==> src/hw/rtl/usd_pkg.sv <==
// ----------------------------------------------------------------------------
// usd_pkg
// Shared widths, byte constants and types of the UTF-8 stream decoder.
// ----------------------------------------------------------------------------
package usd_pkg;

    localparam int CpWidth     = 21;
    localparam int ByteWidth   = 8;
    localparam int CountWidth  = 3;
    localparam int MaxResults  = 4;

    localparam logic [CpWidth-1:0] ReplacementReset = 21'h00FFFD;

    // Lead and continuation byte boundaries.
    localparam logic [7:0] AsciiMax   = 8'h7F;
    localparam logic [7:0] Lead2Min   = 8'hC2;
    localparam logic [7:0] Lead2Max   = 8'hDF;
    localparam logic [7:0] Lead3Min   = 8'hE0;
    localparam logic [7:0] Lead3Max   = 8'hEF;
    localparam logic [7:0] Lead4Min   = 8'hF0;
    localparam logic [7:0] Lead4Max   = 8'hF4;
    localparam logic [7:0] LeadE0     = 8'hE0;
    localparam logic [7:0] LeadEd     = 8'hED;
    localparam logic [7:0] LeadF0     = 8'hF0;
    localparam logic [7:0] LeadF4     = 8'hF4;
    localparam logic [7:0] ContA0     = 8'hA0;
    localparam logic [7:0] Cont90     = 8'h90;
    localparam logic [7:0] Cont8f     = 8'h8F;
    localparam logic [1:0] ContTag    = 2'b10;

    // Results caused by one accepted byte: count replacements, except that the
    // last one carries plain_value when plain is set.
    typedef struct packed {
        logic [CountWidth-1:0] count;
        logic                  plain;
        logic [CpWidth-1:0]    plain_value;
        logic                  eot;
    } usd_step_t;

endpackage

==> src/hw/rtl/usd_decode.sv <==
// ----------------------------------------------------------------------------
// usd_decode
// Sequence state register and the single-pass judgement of one input byte.
// ----------------------------------------------------------------------------
module usd_decode
(
    input  logic                           clk,
    input  logic                           rst_n,
    input  logic                           accept,
    input  logic [usd_pkg::ByteWidth-1:0]  text_byte,
    input  logic                           end_of_text,
    output usd_pkg::usd_step_t             step
);
    import usd_pkg::*;

    typedef struct packed {
        logic               active;
        logic [1:0]         needed;
        logic [1:0]         seen;
        logic [7:0]         lead;
        logic [CpWidth-1:0] partial_bits;
    } usd_seq_t;

    usd_seq_t seq_reg;
    usd_seq_t seq_next;

    function automatic logic second_ok(input logic [7:0] lead, input logic [7:0] b);
        logic ok;
        begin
            ok = 1'b1;
            if (lead == LeadE0)
            begin
                ok = (b >= ContA0);
            end
            else if (lead == LeadEd)
            begin
                ok = (b < ContA0);
            end
            else if (lead == LeadF0)
            begin
                ok = (b >= Cont90);
            end
            else if (lead == LeadF4)
            begin
                ok = (b <= Cont8f);
            end
            return ok;
        end
    endfunction

    always_comb
    begin
        logic                  cont_ok;
        logic                  taken;
        logic                  lead_rep;
        logic [1:0]            seen_inc;
        logic [CpWidth-1:0]    partial_ext;
        logic [CountWidth-1:0] flush_cnt;
        logic [CountWidth-1:0] eot_cnt;

        seq_next    = seq_reg;
        taken       = 1'b0;
        lead_rep    = 1'b0;
        flush_cnt   = '0;
        eot_cnt     = '0;
        seen_inc    = seq_reg.seen + 2'd1;
        partial_ext = {seq_reg.partial_bits[CpWidth-7:0], text_byte[5:0]};
        step        = '0;
        step.eot    = end_of_text;

        cont_ok = (text_byte[7:6] == ContTag) &&
                  ((seq_reg.seen != 2'd0) || second_ok(seq_reg.lead, text_byte));

        // A pending sequence either takes the byte or is flushed.
        if (seq_reg.active)
        begin
            if (cont_ok)
            begin
                taken = 1'b1;
                if (seen_inc >= seq_reg.needed)
                begin
                    step.plain       = 1'b1;
                    step.plain_value = partial_ext;
                    seq_next         = '0;
                end
                else
                begin
                    seq_next.seen         = seen_inc;
                    seq_next.partial_bits = partial_ext;
                end
            end
            else
            begin
                flush_cnt = {1'b0, seq_reg.seen} + 3'd1;
                seq_next  = '0;
            end
        end

        // The byte is judged as a new lead when no sequence took it.
        if (!taken)
        begin
            if (text_byte <= AsciiMax)
            begin
                step.plain       = 1'b1;
                step.plain_value = {{(CpWidth-ByteWidth){1'b0}}, text_byte};
            end
            else if (text_byte inside {[Lead2Min:Lead2Max]})
            begin
                seq_next.active       = 1'b1;
                seq_next.needed       = 2'd1;
                seq_next.seen         = 2'd0;
                seq_next.lead         = text_byte;
                seq_next.partial_bits = {{(CpWidth-5){1'b0}}, text_byte[4:0]};
            end
            else if (text_byte inside {[Lead3Min:Lead3Max]})
            begin
                seq_next.active       = 1'b1;
                seq_next.needed       = 2'd2;
                seq_next.seen         = 2'd0;
                seq_next.lead         = text_byte;
                seq_next.partial_bits = {{(CpWidth-4){1'b0}}, text_byte[3:0]};
            end
            else if (text_byte inside {[Lead4Min:Lead4Max]})
            begin
                seq_next.active       = 1'b1;
                seq_next.needed       = 2'd3;
                seq_next.seen         = 2'd0;
                seq_next.lead         = text_byte;
                seq_next.partial_bits = {{(CpWidth-3){1'b0}}, text_byte[2:0]};
            end
            else
            begin
                lead_rep = 1'b1;
            end
        end

        // End of text flushes whatever is still open.
        if (end_of_text && seq_next.active)
        begin
            eot_cnt  = {1'b0, seq_next.seen} + 3'd1;
            seq_next = '0;
        end

        step.count = flush_cnt + eot_cnt + {2'b00, lead_rep} + {2'b00, step.plain};
    end

    always_ff @(posedge clk or negedge rst_n)
    begin
        if (!rst_n)
        begin
            seq_reg <= '0;
        end
        else if (accept)
        begin
            seq_reg <= seq_next;
        end
    end

    a_needed_set: assert property (@(posedge clk) disable iff (!rst_n)
        seq_reg.active |-> (seq_reg.needed != 2'd0) && (seq_reg.seen < seq_reg.needed))
        else $error("open sequence with inconsistent counts");

    a_idle_clear: assert property (@(posedge clk) disable iff (!rst_n)
        !seq_reg.active |-> (seq_reg == '0))
        else $error("idle sequence state not cleared");

    a_eot_closes: assert property (@(posedge clk) disable iff (!rst_n)
        (accept && end_of_text) |=> !seq_reg.active)
        else $error("sequence left open after end of text");

endmodule

==> src/hw/rtl/usd_burst.sv <==
// ----------------------------------------------------------------------------
// usd_burst
// Result register playing out a byte's results, one per cycle of out_ready.
// ----------------------------------------------------------------------------
module usd_burst
(
    input  logic                          clk,
    input  logic                          rst_n,
    input  logic                          load,
    input  usd_pkg::usd_step_t            step,
    input  logic [usd_pkg::CpWidth-1:0]   replacement_value,
    output logic                          ready,
    output logic                          out_valid,
    input  logic                          out_ready,
    output logic [usd_pkg::CpWidth-1:0]   code_point,
    output logic                          was_replaced,
    output logic                          last_of_run,
    output logic                          text_done
);
    import usd_pkg::*;

    logic [CountWidth-1:0] rem_reg;
    logic [CountWidth-1:0] rem_next;
    logic                  plain_reg;
    logic [CpWidth-1:0]    value_reg;
    logic                  eot_reg;
    logic                  out_fire;

    assign out_valid    = (rem_reg != '0);
    assign out_fire     = out_valid && out_ready;
    assign ready        = (rem_reg == '0) || ((rem_reg == 3'd1) && out_ready);
    assign last_of_run  = (rem_reg == 3'd1);
    assign was_replaced = !(last_of_run && plain_reg);
    assign code_point   = was_replaced ? replacement_value : value_reg;
    assign text_done    = last_of_run && eot_reg;

    always_comb
    begin
        rem_next = rem_reg;
        if (load)
        begin
            rem_next = step.count;
        end
        else if (out_fire)
        begin
            rem_next = rem_reg - 3'd1;
        end
    end

    always_ff @(posedge clk or negedge rst_n)
    begin
        if (!rst_n)
        begin
            rem_reg <= '0;
        end
        else
        begin
            rem_reg <= rem_next;
        end
    end

    always_ff @(posedge clk)
    begin
        if (load)
        begin
            plain_reg <= step.plain;
            value_reg <= step.plain_value;
            eot_reg   <= step.eot;
        end
    end

    a_rem_bound: assert property (@(posedge clk) disable iff (!rst_n)
        rem_reg <= CountWidth'(MaxResults))
        else $error("result count above maximum");

    a_load_only_drained: assert property (@(posedge clk) disable iff (!rst_n)
        load |-> (rem_reg == '0) || ((rem_reg == 3'd1) && out_fire))
        else $error("new word loaded over undelivered results");

    a_drain_step: assert property (@(posedge clk) disable iff (!rst_n)
        (out_fire && !load) |=> (rem_reg == $past(rem_reg) - 3'd1))
        else $error("result count did not step down");

endmodule

==> src/hw/rtl/utf8_stream_decoder_core.sv <==
// ----------------------------------------------------------------------------
// utf8_stream_decoder_core
// Streaming UTF-8 decoder producing code points, with a programmable
// replacement value for malformed input.
// ----------------------------------------------------------------------------
// Latency: the first result of a byte is presented in the cycle after the byte
// is accepted. Throughput: one byte per cycle while each byte yields at most
// one result and m_axis_tready is high; a byte with several results (up to
// four) holds the input until the result register hands over its last word,
// draining one word per cycle while m_axis_tready is high. Reset clears the
// sequence state and result register and sets the replacement value to U+FFFD.
// ----------------------------------------------------------------------------
module utf8_stream_decoder_core
(
    input  logic        clk,
    input  logic        rst_n,
    // Configuration: replacement value, written whenever cfg_we is high.
    input  logic        cfg_we,
    input  logic [20:0] cfg_wdata,
    // Input bytes.
    input  logic        s_axis_tvalid,
    output logic        s_axis_tready,
    input  logic [7:0]  s_axis_tdata,   // [7:0] text_byte
    input  logic        s_axis_tlast,   // end_of_text
    // Decoded results.
    output logic        m_axis_tvalid,
    input  logic        m_axis_tready,
    output logic [23:0] m_axis_tdata,   // [20:0] code_point, [23:21] zero
    output logic        m_axis_tlast,   // last_of_run
    output logic [1:0]  m_axis_tuser    // [0] was_replaced, [1] text_done
);
    import usd_pkg::*;

    logic [CpWidth-1:0] replacement_reg;
    logic               in_accept;
    usd_step_t          step;
    logic [CpWidth-1:0] code_point;
    logic               was_replaced;
    logic               text_done;

    // The user must change the replacement value only while the decoder is
    // idle (not enforced). The result register reads it live, no copy per word.
    always_ff @(posedge clk or negedge rst_n)
    begin
        if (!rst_n)
        begin
            replacement_reg <= ReplacementReset;
        end
        else if (cfg_we)
        begin
            replacement_reg <= cfg_wdata;
        end
    end

    // A byte is taken whenever the result register is empty or is handing over
    // its final word in this cycle; one-result bytes stall only on the output.
    assign in_accept = s_axis_tvalid && s_axis_tready;

    // Judgement of the byte against the open sequence, and the state update.
    usd_decode u_decode
    (
        .clk         (clk),
        .rst_n       (rst_n),
        .accept      (in_accept),
        .text_byte   (s_axis_tdata),
        .end_of_text (s_axis_tlast),
        .step        (step)
    );

    // Result register: replacements first, a decoded value last where there
    // is one, with the end-of-run and end-of-text marks on the final word.
    usd_burst u_burst
    (
        .clk               (clk),
        .rst_n             (rst_n),
        .load              (in_accept),
        .step              (step),
        .replacement_value (replacement_reg),
        .ready             (s_axis_tready),
        .out_valid         (m_axis_tvalid),
        .out_ready         (m_axis_tready),
        .code_point        (code_point),
        .was_replaced      (was_replaced),
        .last_of_run       (m_axis_tlast),
        .text_done         (text_done)
    );

    assign m_axis_tdata = {3'b000, code_point};
    assign m_axis_tuser = {text_done, was_replaced};

endmodule

==> config.mk <==
export PLATFORM = sky130hd
export DESIGN_NAME = utf8_stream_decoder_core
export DESIGN_NICKNAME = d
export VERILOG_FILES = /design/src/hw/rtl/usd_pkg.sv /design/src/hw/rtl/usd_decode.sv /design/src/hw/rtl/usd_burst.sv /design/src/hw/rtl/utf8_stream_decoder_core.sv
export SDC_FILE = /design/constraint.sdc
export NUM_CORES = 1
export LEC_CHECK = 0
export ABC_CLOCK_PERIOD_IN_PS = 4800
export BUFFER_PORTS_ARGS = -buffer_cell sky130_fd_sc_hd__buf_4
export CAP_MARGIN = 40
export CORE_MARGIN = 4
export CORE_UTILIZATION = 55
export DETAILED_ROUTE_END_ITERATION = 16
export PLACE_DENSITY = 0.85
export SLEW_MARGIN = 40
export SYNTH_ARGS = -nofsm -noshare
export SYNTH_HDL_FRONTEND = slang
export SYNTH_SLANG_ARGS = --single-unit
==> constraint.sdc <==
create_clock -name clk -period 4.8 [get_ports clk]
set_clock_uncertainty 0.1 [all_clocks]
set_input_delay 0.96 -clock clk [delete_from_list [all_inputs] [get_ports clk]]
set_output_delay 0.96 -clock clk [all_outputs]
set_load 0.01 [all_outputs]
==> results of run 1 <==
## layout make-up
| class | instances | share of cell area |
|---|---|---|
| inverters | 13 | 0.0107 |
| clock inverters | 6 | 0.0192 |
| clock buffers | 10 | 0.0280 |
| well taps | 96 | 0.0263 |
| repair buffers | 61 | 0.100 |
| flip-flops and latches | 75 | 0.440 |
| multi-input cells | 209 | 0.375 |
## logic make-up after synthesis
logic type               share of synthesized area
AND/OR/NAND/NOR                              0.124
buffers and inverters                       0.0454
adder cells (fa/ha/maj)                     0.0425
other                                     0.000966
flip-flops                                   0.518
AO/OA/AOI/OAI                                0.133
multiplexers                                 0.128
XOR/XNOR                                   0.00902
## worst paths after layout
path | endpoint | slack, ns | cells past startpoint
worst min-delay path | u_decode.seq_reg[28] | 0.39 | 1
min in group asynchronous | replacement_reg[1] | 0.54 | 1
worst min register to register | u_decode.seq_reg[28] | 0.39 | 1
worst max register to register | u_burst.rem_reg[2] | 0.59 | 15
worst max-delay path | u_burst.rem_reg[2] | 0.59 | 15
max in group asynchronous | u_decode.seq_reg[0] | 3.60 | 1
## power by group through the flow
stage                     Clock (mW)  Combinational [mW]  Sequential, mW
after CTS                      0.537               0.648           0.885
final                          0.527               0.648           0.885
after global placement             0               0.627           0.890
after floorplan                    0               0.453           0.860
after global routing           0.566               0.723           0.901
after detailed placement           0               0.644           0.897
## Yosys cell counts (3+ instances only)
library cell,n
sky130_fd_sc_hd__buf_6,5
sky130_fd_sc_hd__o21ai_0,4
sky130_fd_sc_hd__edfxtp_1,23
sky130_fd_sc_hd__a22o_1,16
sky130_fd_sc_hd__ha_1,10
sky130_fd_sc_hd__clkbuf_1,5
sky130_fd_sc_hd__a21o_1,4
sky130_fd_sc_hd__buf_4,6
sky130_fd_sc_hd__a21oi_1,9
sky130_fd_sc_hd__o31ai_1,3
sky130_fd_sc_hd__dfstp_2,15
sky130_fd_sc_hd__and2_1,24
sky130_fd_sc_hd__a211oi_1,3
sky130_fd_sc_hd__dfrtp_1,37
sky130_fd_sc_hd__nand2_1,23
sky130_fd_sc_hd__mux2_2,44
sky130_fd_sc_hd__nand3_1,3
sky130_fd_sc_hd__xnor2_1,3
sky130_fd_sc_hd__nor2_1,9
sky130_fd_sc_hd__inv_1,11
sky130_fd_sc_hd__o21ai_1,5
sky130_fd_sc_hd__nand4_1,3
sky130_fd_sc_hd__a31oi_1,5
## routing by layer
metal,global-route usage,wire (um)
met1,0.256,3390
met2,0.341,4010
met3,0.0558,468
met4,0.0631,171
met5,0,0
## through the flow
step / hold WS (ns) / utilization / cells / cell area (um^2)
final: 0.391 / 0.668 / 470 / 4570
after CTS: 0.397 / 0.667 / 470 / 4560
after detailed placement: 0.374 / 0.636 / 454 / 4340
after global placement: 0.367 / 0.636 / 454 / 4340
after global routing: 0.419 / 0.668 / 470 / 4570
after floorplan: 0.349 / - / 315 / 3890
==> implementation parameters, run 1 <==
Parameter                              Value

Setup path
  Origin of the critical flop-to-flop path ... u_decode.seq_reg[29]
  CP Class ... reg2reg
  Critical path data required time ... 4.91 ns
  Data arrival time of the critical path ... 4.32 ns
  Crit end category ... register
  Highest cell delay on the worst timing path ... 0.49 ns
  Crit-path cells ... inv_1, ha_1, ha_1, a21oi_1, a31o_2, nand2_1, nor2_1, ha_1, and2_1, ha_1, fa_1, xor2_1, xnor2_1, xnor2_1, o21ai_1
  Delay-heaviest family, CP ... adder cells
  Critical path buffers and inverters ... 1
  Type of origin of the critical path ... register
  Max Fanout on Critical Path ... 5
  Crit path from ... u_decode.seq_reg[29]
  Worst path slowest cell ... sky130_fd_sc_hd__a21oi_1
  Most Frequent Cell on Critical Path ... sky130_fd_sc_hd__ha_1

Synthesis
  Total of warnings raised by yosys ... 0
  Post-synthesis register bit count ... 75
  Synth async-reset ratio ... 0.693
  Mean instance size in the synthesized netlist ... 12.4 um^2
  Cell count after synthesis ... 313
  Distinct cell type count of the synthesized netlist ... 57
  EDFF count, synth ... 23
  Share of the yosys chip area belonging to registers ... 0.518
  Ranking of synthesized cells by area ... sky130_fd_sc_hd__dfrtp_1 24%, sky130_fd_sc_hd__edfxtp_1 18%, sky130_fd_sc_hd__mux2_2 13%
  Share of the synthesized area in the top cell type ... 0.238
  Most area-hungry cell type in the Yosys netlist ... sky130_fd_sc_hd__dfrtp_1
  Most used flip-flop cell after synthesis ... sky130_fd_sc_hd__dfrtp_1
  Syn Std Cell Area ... 3880 um^2

Place
  Worst Setup Slack post-DPL ... 0.513 ns
  Port Buf Inserts ... 60
  Post-detailed-placement half-perimeter wirelength ... 5900 um
  RePlAce Congestion ... 0.913

STA
  Setup total negative slack ... 0 ns
  Fin. max-slew vios ... 0
  Tightest slew margin relative to the limit ... 0.540
  Tcrit/Tclk final ... 0.877
  RSZ-0062 raised after global routing ... false
  Max Freq ... 0.238 GHz
  Final setup violation count ... 0
  Final critical path time including I/O delays and setup ... 4.21 ns
  Number of hold violations in the final report ... 0
  Worst Slack Setup Final ... 0.590 ns
  Worst-Margin Slew ... 0.689 ns

Worst hold path
  Source of the worst hold timing path ... u_decode.seq_reg[28]
  Worst min-delay path category ... reg2reg

Global routing
  GRT Util Overall ... 0.203
  Via count of the first global-routing pass ... 2,722
  Pin count of the biggest net entering global routing ... 53
  Global-route wire length before repair ... 13,500 um
  Overflow left after global routing ... 0
  Number of antenna violations at the first check in global routing ... 0

Clocking
  Resize count post-CTS ... 0
  CTS Root Buffer Type ... sky130_fd_sc_hd__clkbuf_8
  Clock tree from TritonCTS ... yes
  Number of H-tree levels ... 3
  CTS sink cnt ... 75
  Number of buffers inserted to repair setup after CTS ... 0
  Number of buffers on the longest clock path ... 2
  Clock latency reported for the late side of the worst-skew pair ... 0.34 ns
  Clock edge transition at the registers on the reported setup and hold paths ... 0.08 ns
  CTS buffer count ... 9
  CTS Hold Bufs ... 0

Cells and area
  Layout net count ... 416
  FF+latch area ... 2010 um^2
  Fraction of layout instances using a drive strength above 1 ... 0.417
  Number of fill cells in the layout ... 517
  Max FFs per register ... 28
  Most common cell after layout, fill and taps aside ... sky130_fd_sc_hd__buf_4
  Combined area of the multi-input logic cells ... 1710 um^2
  Most frequent cells in the layout ... 61 x sky130_fd_sc_hd__buf_4, 44 x sky130_fd_sc_hd__mux2_2, 37 x sky130_fd_sc_hd__dfrtp_1
  Area growth from synthesis to final layout ... 17.6%
  Number of inserted diodes ... 0

Pwr
  Peak VDD IR ... 0.252 mV
  Total power consumption of the routed design ... 2.06 mW
  Leakage dissipation ... 2.02 nW
  Clk pwr share ... 0.256
  Power Dens Cells ... 451 nW/um^2
  Cell Int Power ... 1.39 mW
  Sequential share of power ... 0.430
  NetSw ... 0.668 mW
  Comb power frac ... 0.315
  Fraction of power spent switching nets ... 0.324

Die
  Die Width ... 92.0 um
  Core Footprint ... 6830 um^2
  Die Area ... 8470 um^2
  Initial Util ... 0.568
  I/O pin cnt ... 64
  Standard-cell rows ... 30
  Die height ... 92.0 um

Route
  Initial DRC count ... 115
  DR WL/cell ... 17.1 um
  Final wirelength ... 8050 um
  DRC viols ... 0
  Vias per std cell ... 5.63
  First-pass iteration count of the detailed router ... 4
  Post-DRT Antenna Nets ... 0
  Via count of the routed design ... 2,646

Run status
  Run status ... finished clean

Job
  Number of maximum-capacitance constraint violations ... 0
No activity file was read; power rests on OpenSTA's default activity.
==> run 2: changes to the inputs <==
--- a/config.mk
+++ b/config.mk
@@ -8,10 +8,10 @@
 export ABC_CLOCK_PERIOD_IN_PS = 4800
 export BUFFER_PORTS_ARGS = -buffer_cell sky130_fd_sc_hd__buf_4
 export CAP_MARGIN = 40
-export CORE_MARGIN = 4
+export CORE_MARGIN = 5
 export CORE_UTILIZATION = 55
 export DETAILED_ROUTE_END_ITERATION = 16
-export PLACE_DENSITY = 0.85
+export PLACE_DENSITY = 0.76
 export SLEW_MARGIN = 40
 export SYNTH_ARGS = -nofsm -noshare
 export SYNTH_HDL_FRONTEND = slang
==> implementation parameters, run 2 (synthesis gave the netlist of run 1 again) <==
Parameter                              Value

Die
  Initial Util ... 0.568
  Core Footprint ... 6830 um^2
  I/O pin cnt ... 64
  Standard-cell rows ... 30
  Die Width ... 94.0 um
  Die Area ... 8840 um^2
  Die height ... 94.0 um

Route
  DRC viols ... 0
  DR WL/cell ... 17.6 um
  Post-DRT Antenna Nets ... 0
  Vias per std cell ... 5.49
  Via count of the routed design ... 2,581
  Final wirelength ... 8250 um
  First-pass iteration count of the detailed router ... 4
  Initial DRC count ... 89

STA
  Fin. max-slew vios ... 0
  Number of hold violations in the final report ... 0
  Final critical path time including I/O delays and setup ... 4.16 ns
  Max Freq ... 0.240 GHz
  Final hold slack ... 0.397 ns
  Final setup violation count ... 0
  Tightest slew margin relative to the limit ... 0.496
  Worst-Margin Slew ... 0.752 ns
  Tcrit/Tclk final ... 0.867
  Setup total negative slack ... 0 ns
  RSZ-0062 raised after global routing ... false

Global routing
  Number of antenna violations at the first check in global routing ... 0
  Global-route wire length before repair ... 13,700 um
  Pin count of the biggest net entering global routing ... 53
  Via count of the first global-routing pass ... 2,698
  GRT Util Overall ... 0.205
  Overflow left after global routing ... 0

Pwr
  Peak VDD IR ... 0.275 mV
  Total power consumption of the routed design ... 2.07 mW
  Leakage dissipation ... 2.02 nW
  Power Dens Cells ... 454 nW/um^2

Clocking
  CTS Hold Bufs ... 0
  Number of buffers inserted to repair setup after CTS ... 0
  Number of H-tree levels ... 3
  Resize count post-CTS ... 0
  CTS sink cnt ... 75
  Clock latency reported for the late side of the worst-skew pair ... 0.36 ns
  Clock tree from TritonCTS ... yes
  Number of buffers on the longest clock path ... 2
  Clock edge transition at the registers on the reported setup and hold paths ... 0.08 ns
  CTS Root Buffer Type ... sky130_fd_sc_hd__clkbuf_8
  CTS buffer count ... 9

Setup path
  Critical path buffers and inverters ... 1
  Crit end category ... register
  Register-to-register path setup slack ... 0.64 ns
  Worst path slowest cell ... sky130_fd_sc_hd__a21oi_1
  Data arrival time of the critical path ... 4.28 ns
  Highest cell delay on the worst timing path ... 0.47 ns
  CP Class ... reg2reg
  Delay-heaviest family, CP ... adder cells
  Crit-path cells ... inv_1, ha_1, ha_1, a21oi_1, a31o_2, nand2_1, nor2_1, nor2_1, fa_1, ha_1, fa_1, xor2_1, xnor2_1, xnor2_1, o21ai_1
  Max Fanout on Critical Path ... 5
  Type of origin of the critical path ... register
  Critical path data required time ... 4.92 ns
  Most Frequent Cell on Critical Path ... sky130_fd_sc_hd__ha_1

Cells and area
  Number of inserted diodes ... 0
  Max FFs per register ... 28
  Most frequent cells in the layout ... 61 x sky130_fd_sc_hd__buf_4, 44 x sky130_fd_sc_hd__mux2_2, 37 x sky130_fd_sc_hd__dfrtp_1
  Area growth from synthesis to final layout ... 17.6%
  Most common cell after layout, fill and taps aside ... sky130_fd_sc_hd__buf_4
  Layout net count ... 416
  Fraction of layout instances using a drive strength above 1 ... 0.420

Worst hold path
  Worst min-delay path category ... reg2reg

Place
  RePlAce Congestion ... 0.874
  Port Buf Inserts ... 60
  Post-detailed-placement half-perimeter wirelength ... 5880 um

Run status
  Run status ... finished clean

Job
  Number of maximum-capacitance constraint violations ... 0
-- run 2: cell count changes in the layout (fill, tap and decap cells not counted) --
cell and delta:
sky130_fd_sc_hd__clkbuf_1 -1, sky130_fd_sc_hd__clkinv_2 -1, sky130_fd_sc_hd__clkinvlp_4 +1, sky130_fd_sc_hd__inv_6 +1, sky130_fd_sc_hd__nor3b_2 +1, sky130_fd_sc_hd__nor3b_4 -1
-- run 2: path summary, 6_finish.rpt --
kind                                 startpoint              endpoint  depth (start not counted)
max in group asynchronous                 rst_n  u_decode.seq_reg[28]                          1
setup reg to reg           u_decode.seq_reg[29]    u_burst.rem_reg[2]                         15
hold reg to reg            u_decode.seq_reg[27]  u_decode.seq_reg[27]                          1
min in group asynchronous                 rst_n    replacement_reg[1]                          1
setup / recovery           u_decode.seq_reg[29]    u_burst.rem_reg[2]                         15
hold / removal             u_decode.seq_reg[27]  u_decode.seq_reg[27]                          1
-- run 2: report_power, final --
group | total [mW] | switching (mW) | internal [mW] | leakage, nW
logic | 0.645 | 0.350 | 0.295 | 1.06
registers | 0.880 | 0.0815 | 0.799 | 0.846
clock network | 0.548 | 0.252 | 0.296 | 0.110
-- run 2: final cells by class --
| type | instances | area, um^2 |
|---|---|---|
| clock buffers | 9 | 124 |
| clock inverters | 7 | 98.8 |
| fillers | 538 | 2260 |
| inverters | 13 | 48.8 |
| multi-input cells | 209 | 1710 |
| flip-flops and latches | 75 | 2010 |
| well taps | 96 | 120 |
| repair buffers | 61 | 458 |
-- run 2: worst reg2reg max path: cells and delay by family (launching register included) --
family	cells	cell delay (ns)
flip-flops	1	0.44
buffers and inverters	1	0.09
adder cells (fa/ha/maj)	5	1.68
AO/OA/AOI/OAI	3	0.83
XOR/XNOR	3	0.51
AND/OR/NAND/NOR	3	0.37
-- run 2: per-layer routing --
layer / wire length, um / vias to the layer above / global-route usage
met3: 348 / 11 / 0.0425
met1: 3630 / 1272 / 0.263
met4: 148 / 0 / 0.0890
met2: 4120 / 52 / 0.336
met5: 0 / - / 0
li1: - / 1246 / -
-- run 2: per-stage QoR --
| stage | instances | worst slack (ns) | instance area (um^2) | util |
|---|---|---|---|---|
| 3_5_place_dp | 454 | 0.494 | 4340 | 0.636 |
| 3_3_place_gp | 454 | 0.614 | 4340 | 0.636 |
| 5_1_grt | 470 | 0.297 | 4570 | 0.668 |
| 6_report | 470 | 0.640 | 4570 | 0.668 |
| 4_1_cts | 470 | 0.605 | 4570 | 0.668 |
| 2_1_floorplan | 315 | 0.850 | 3890 | - |
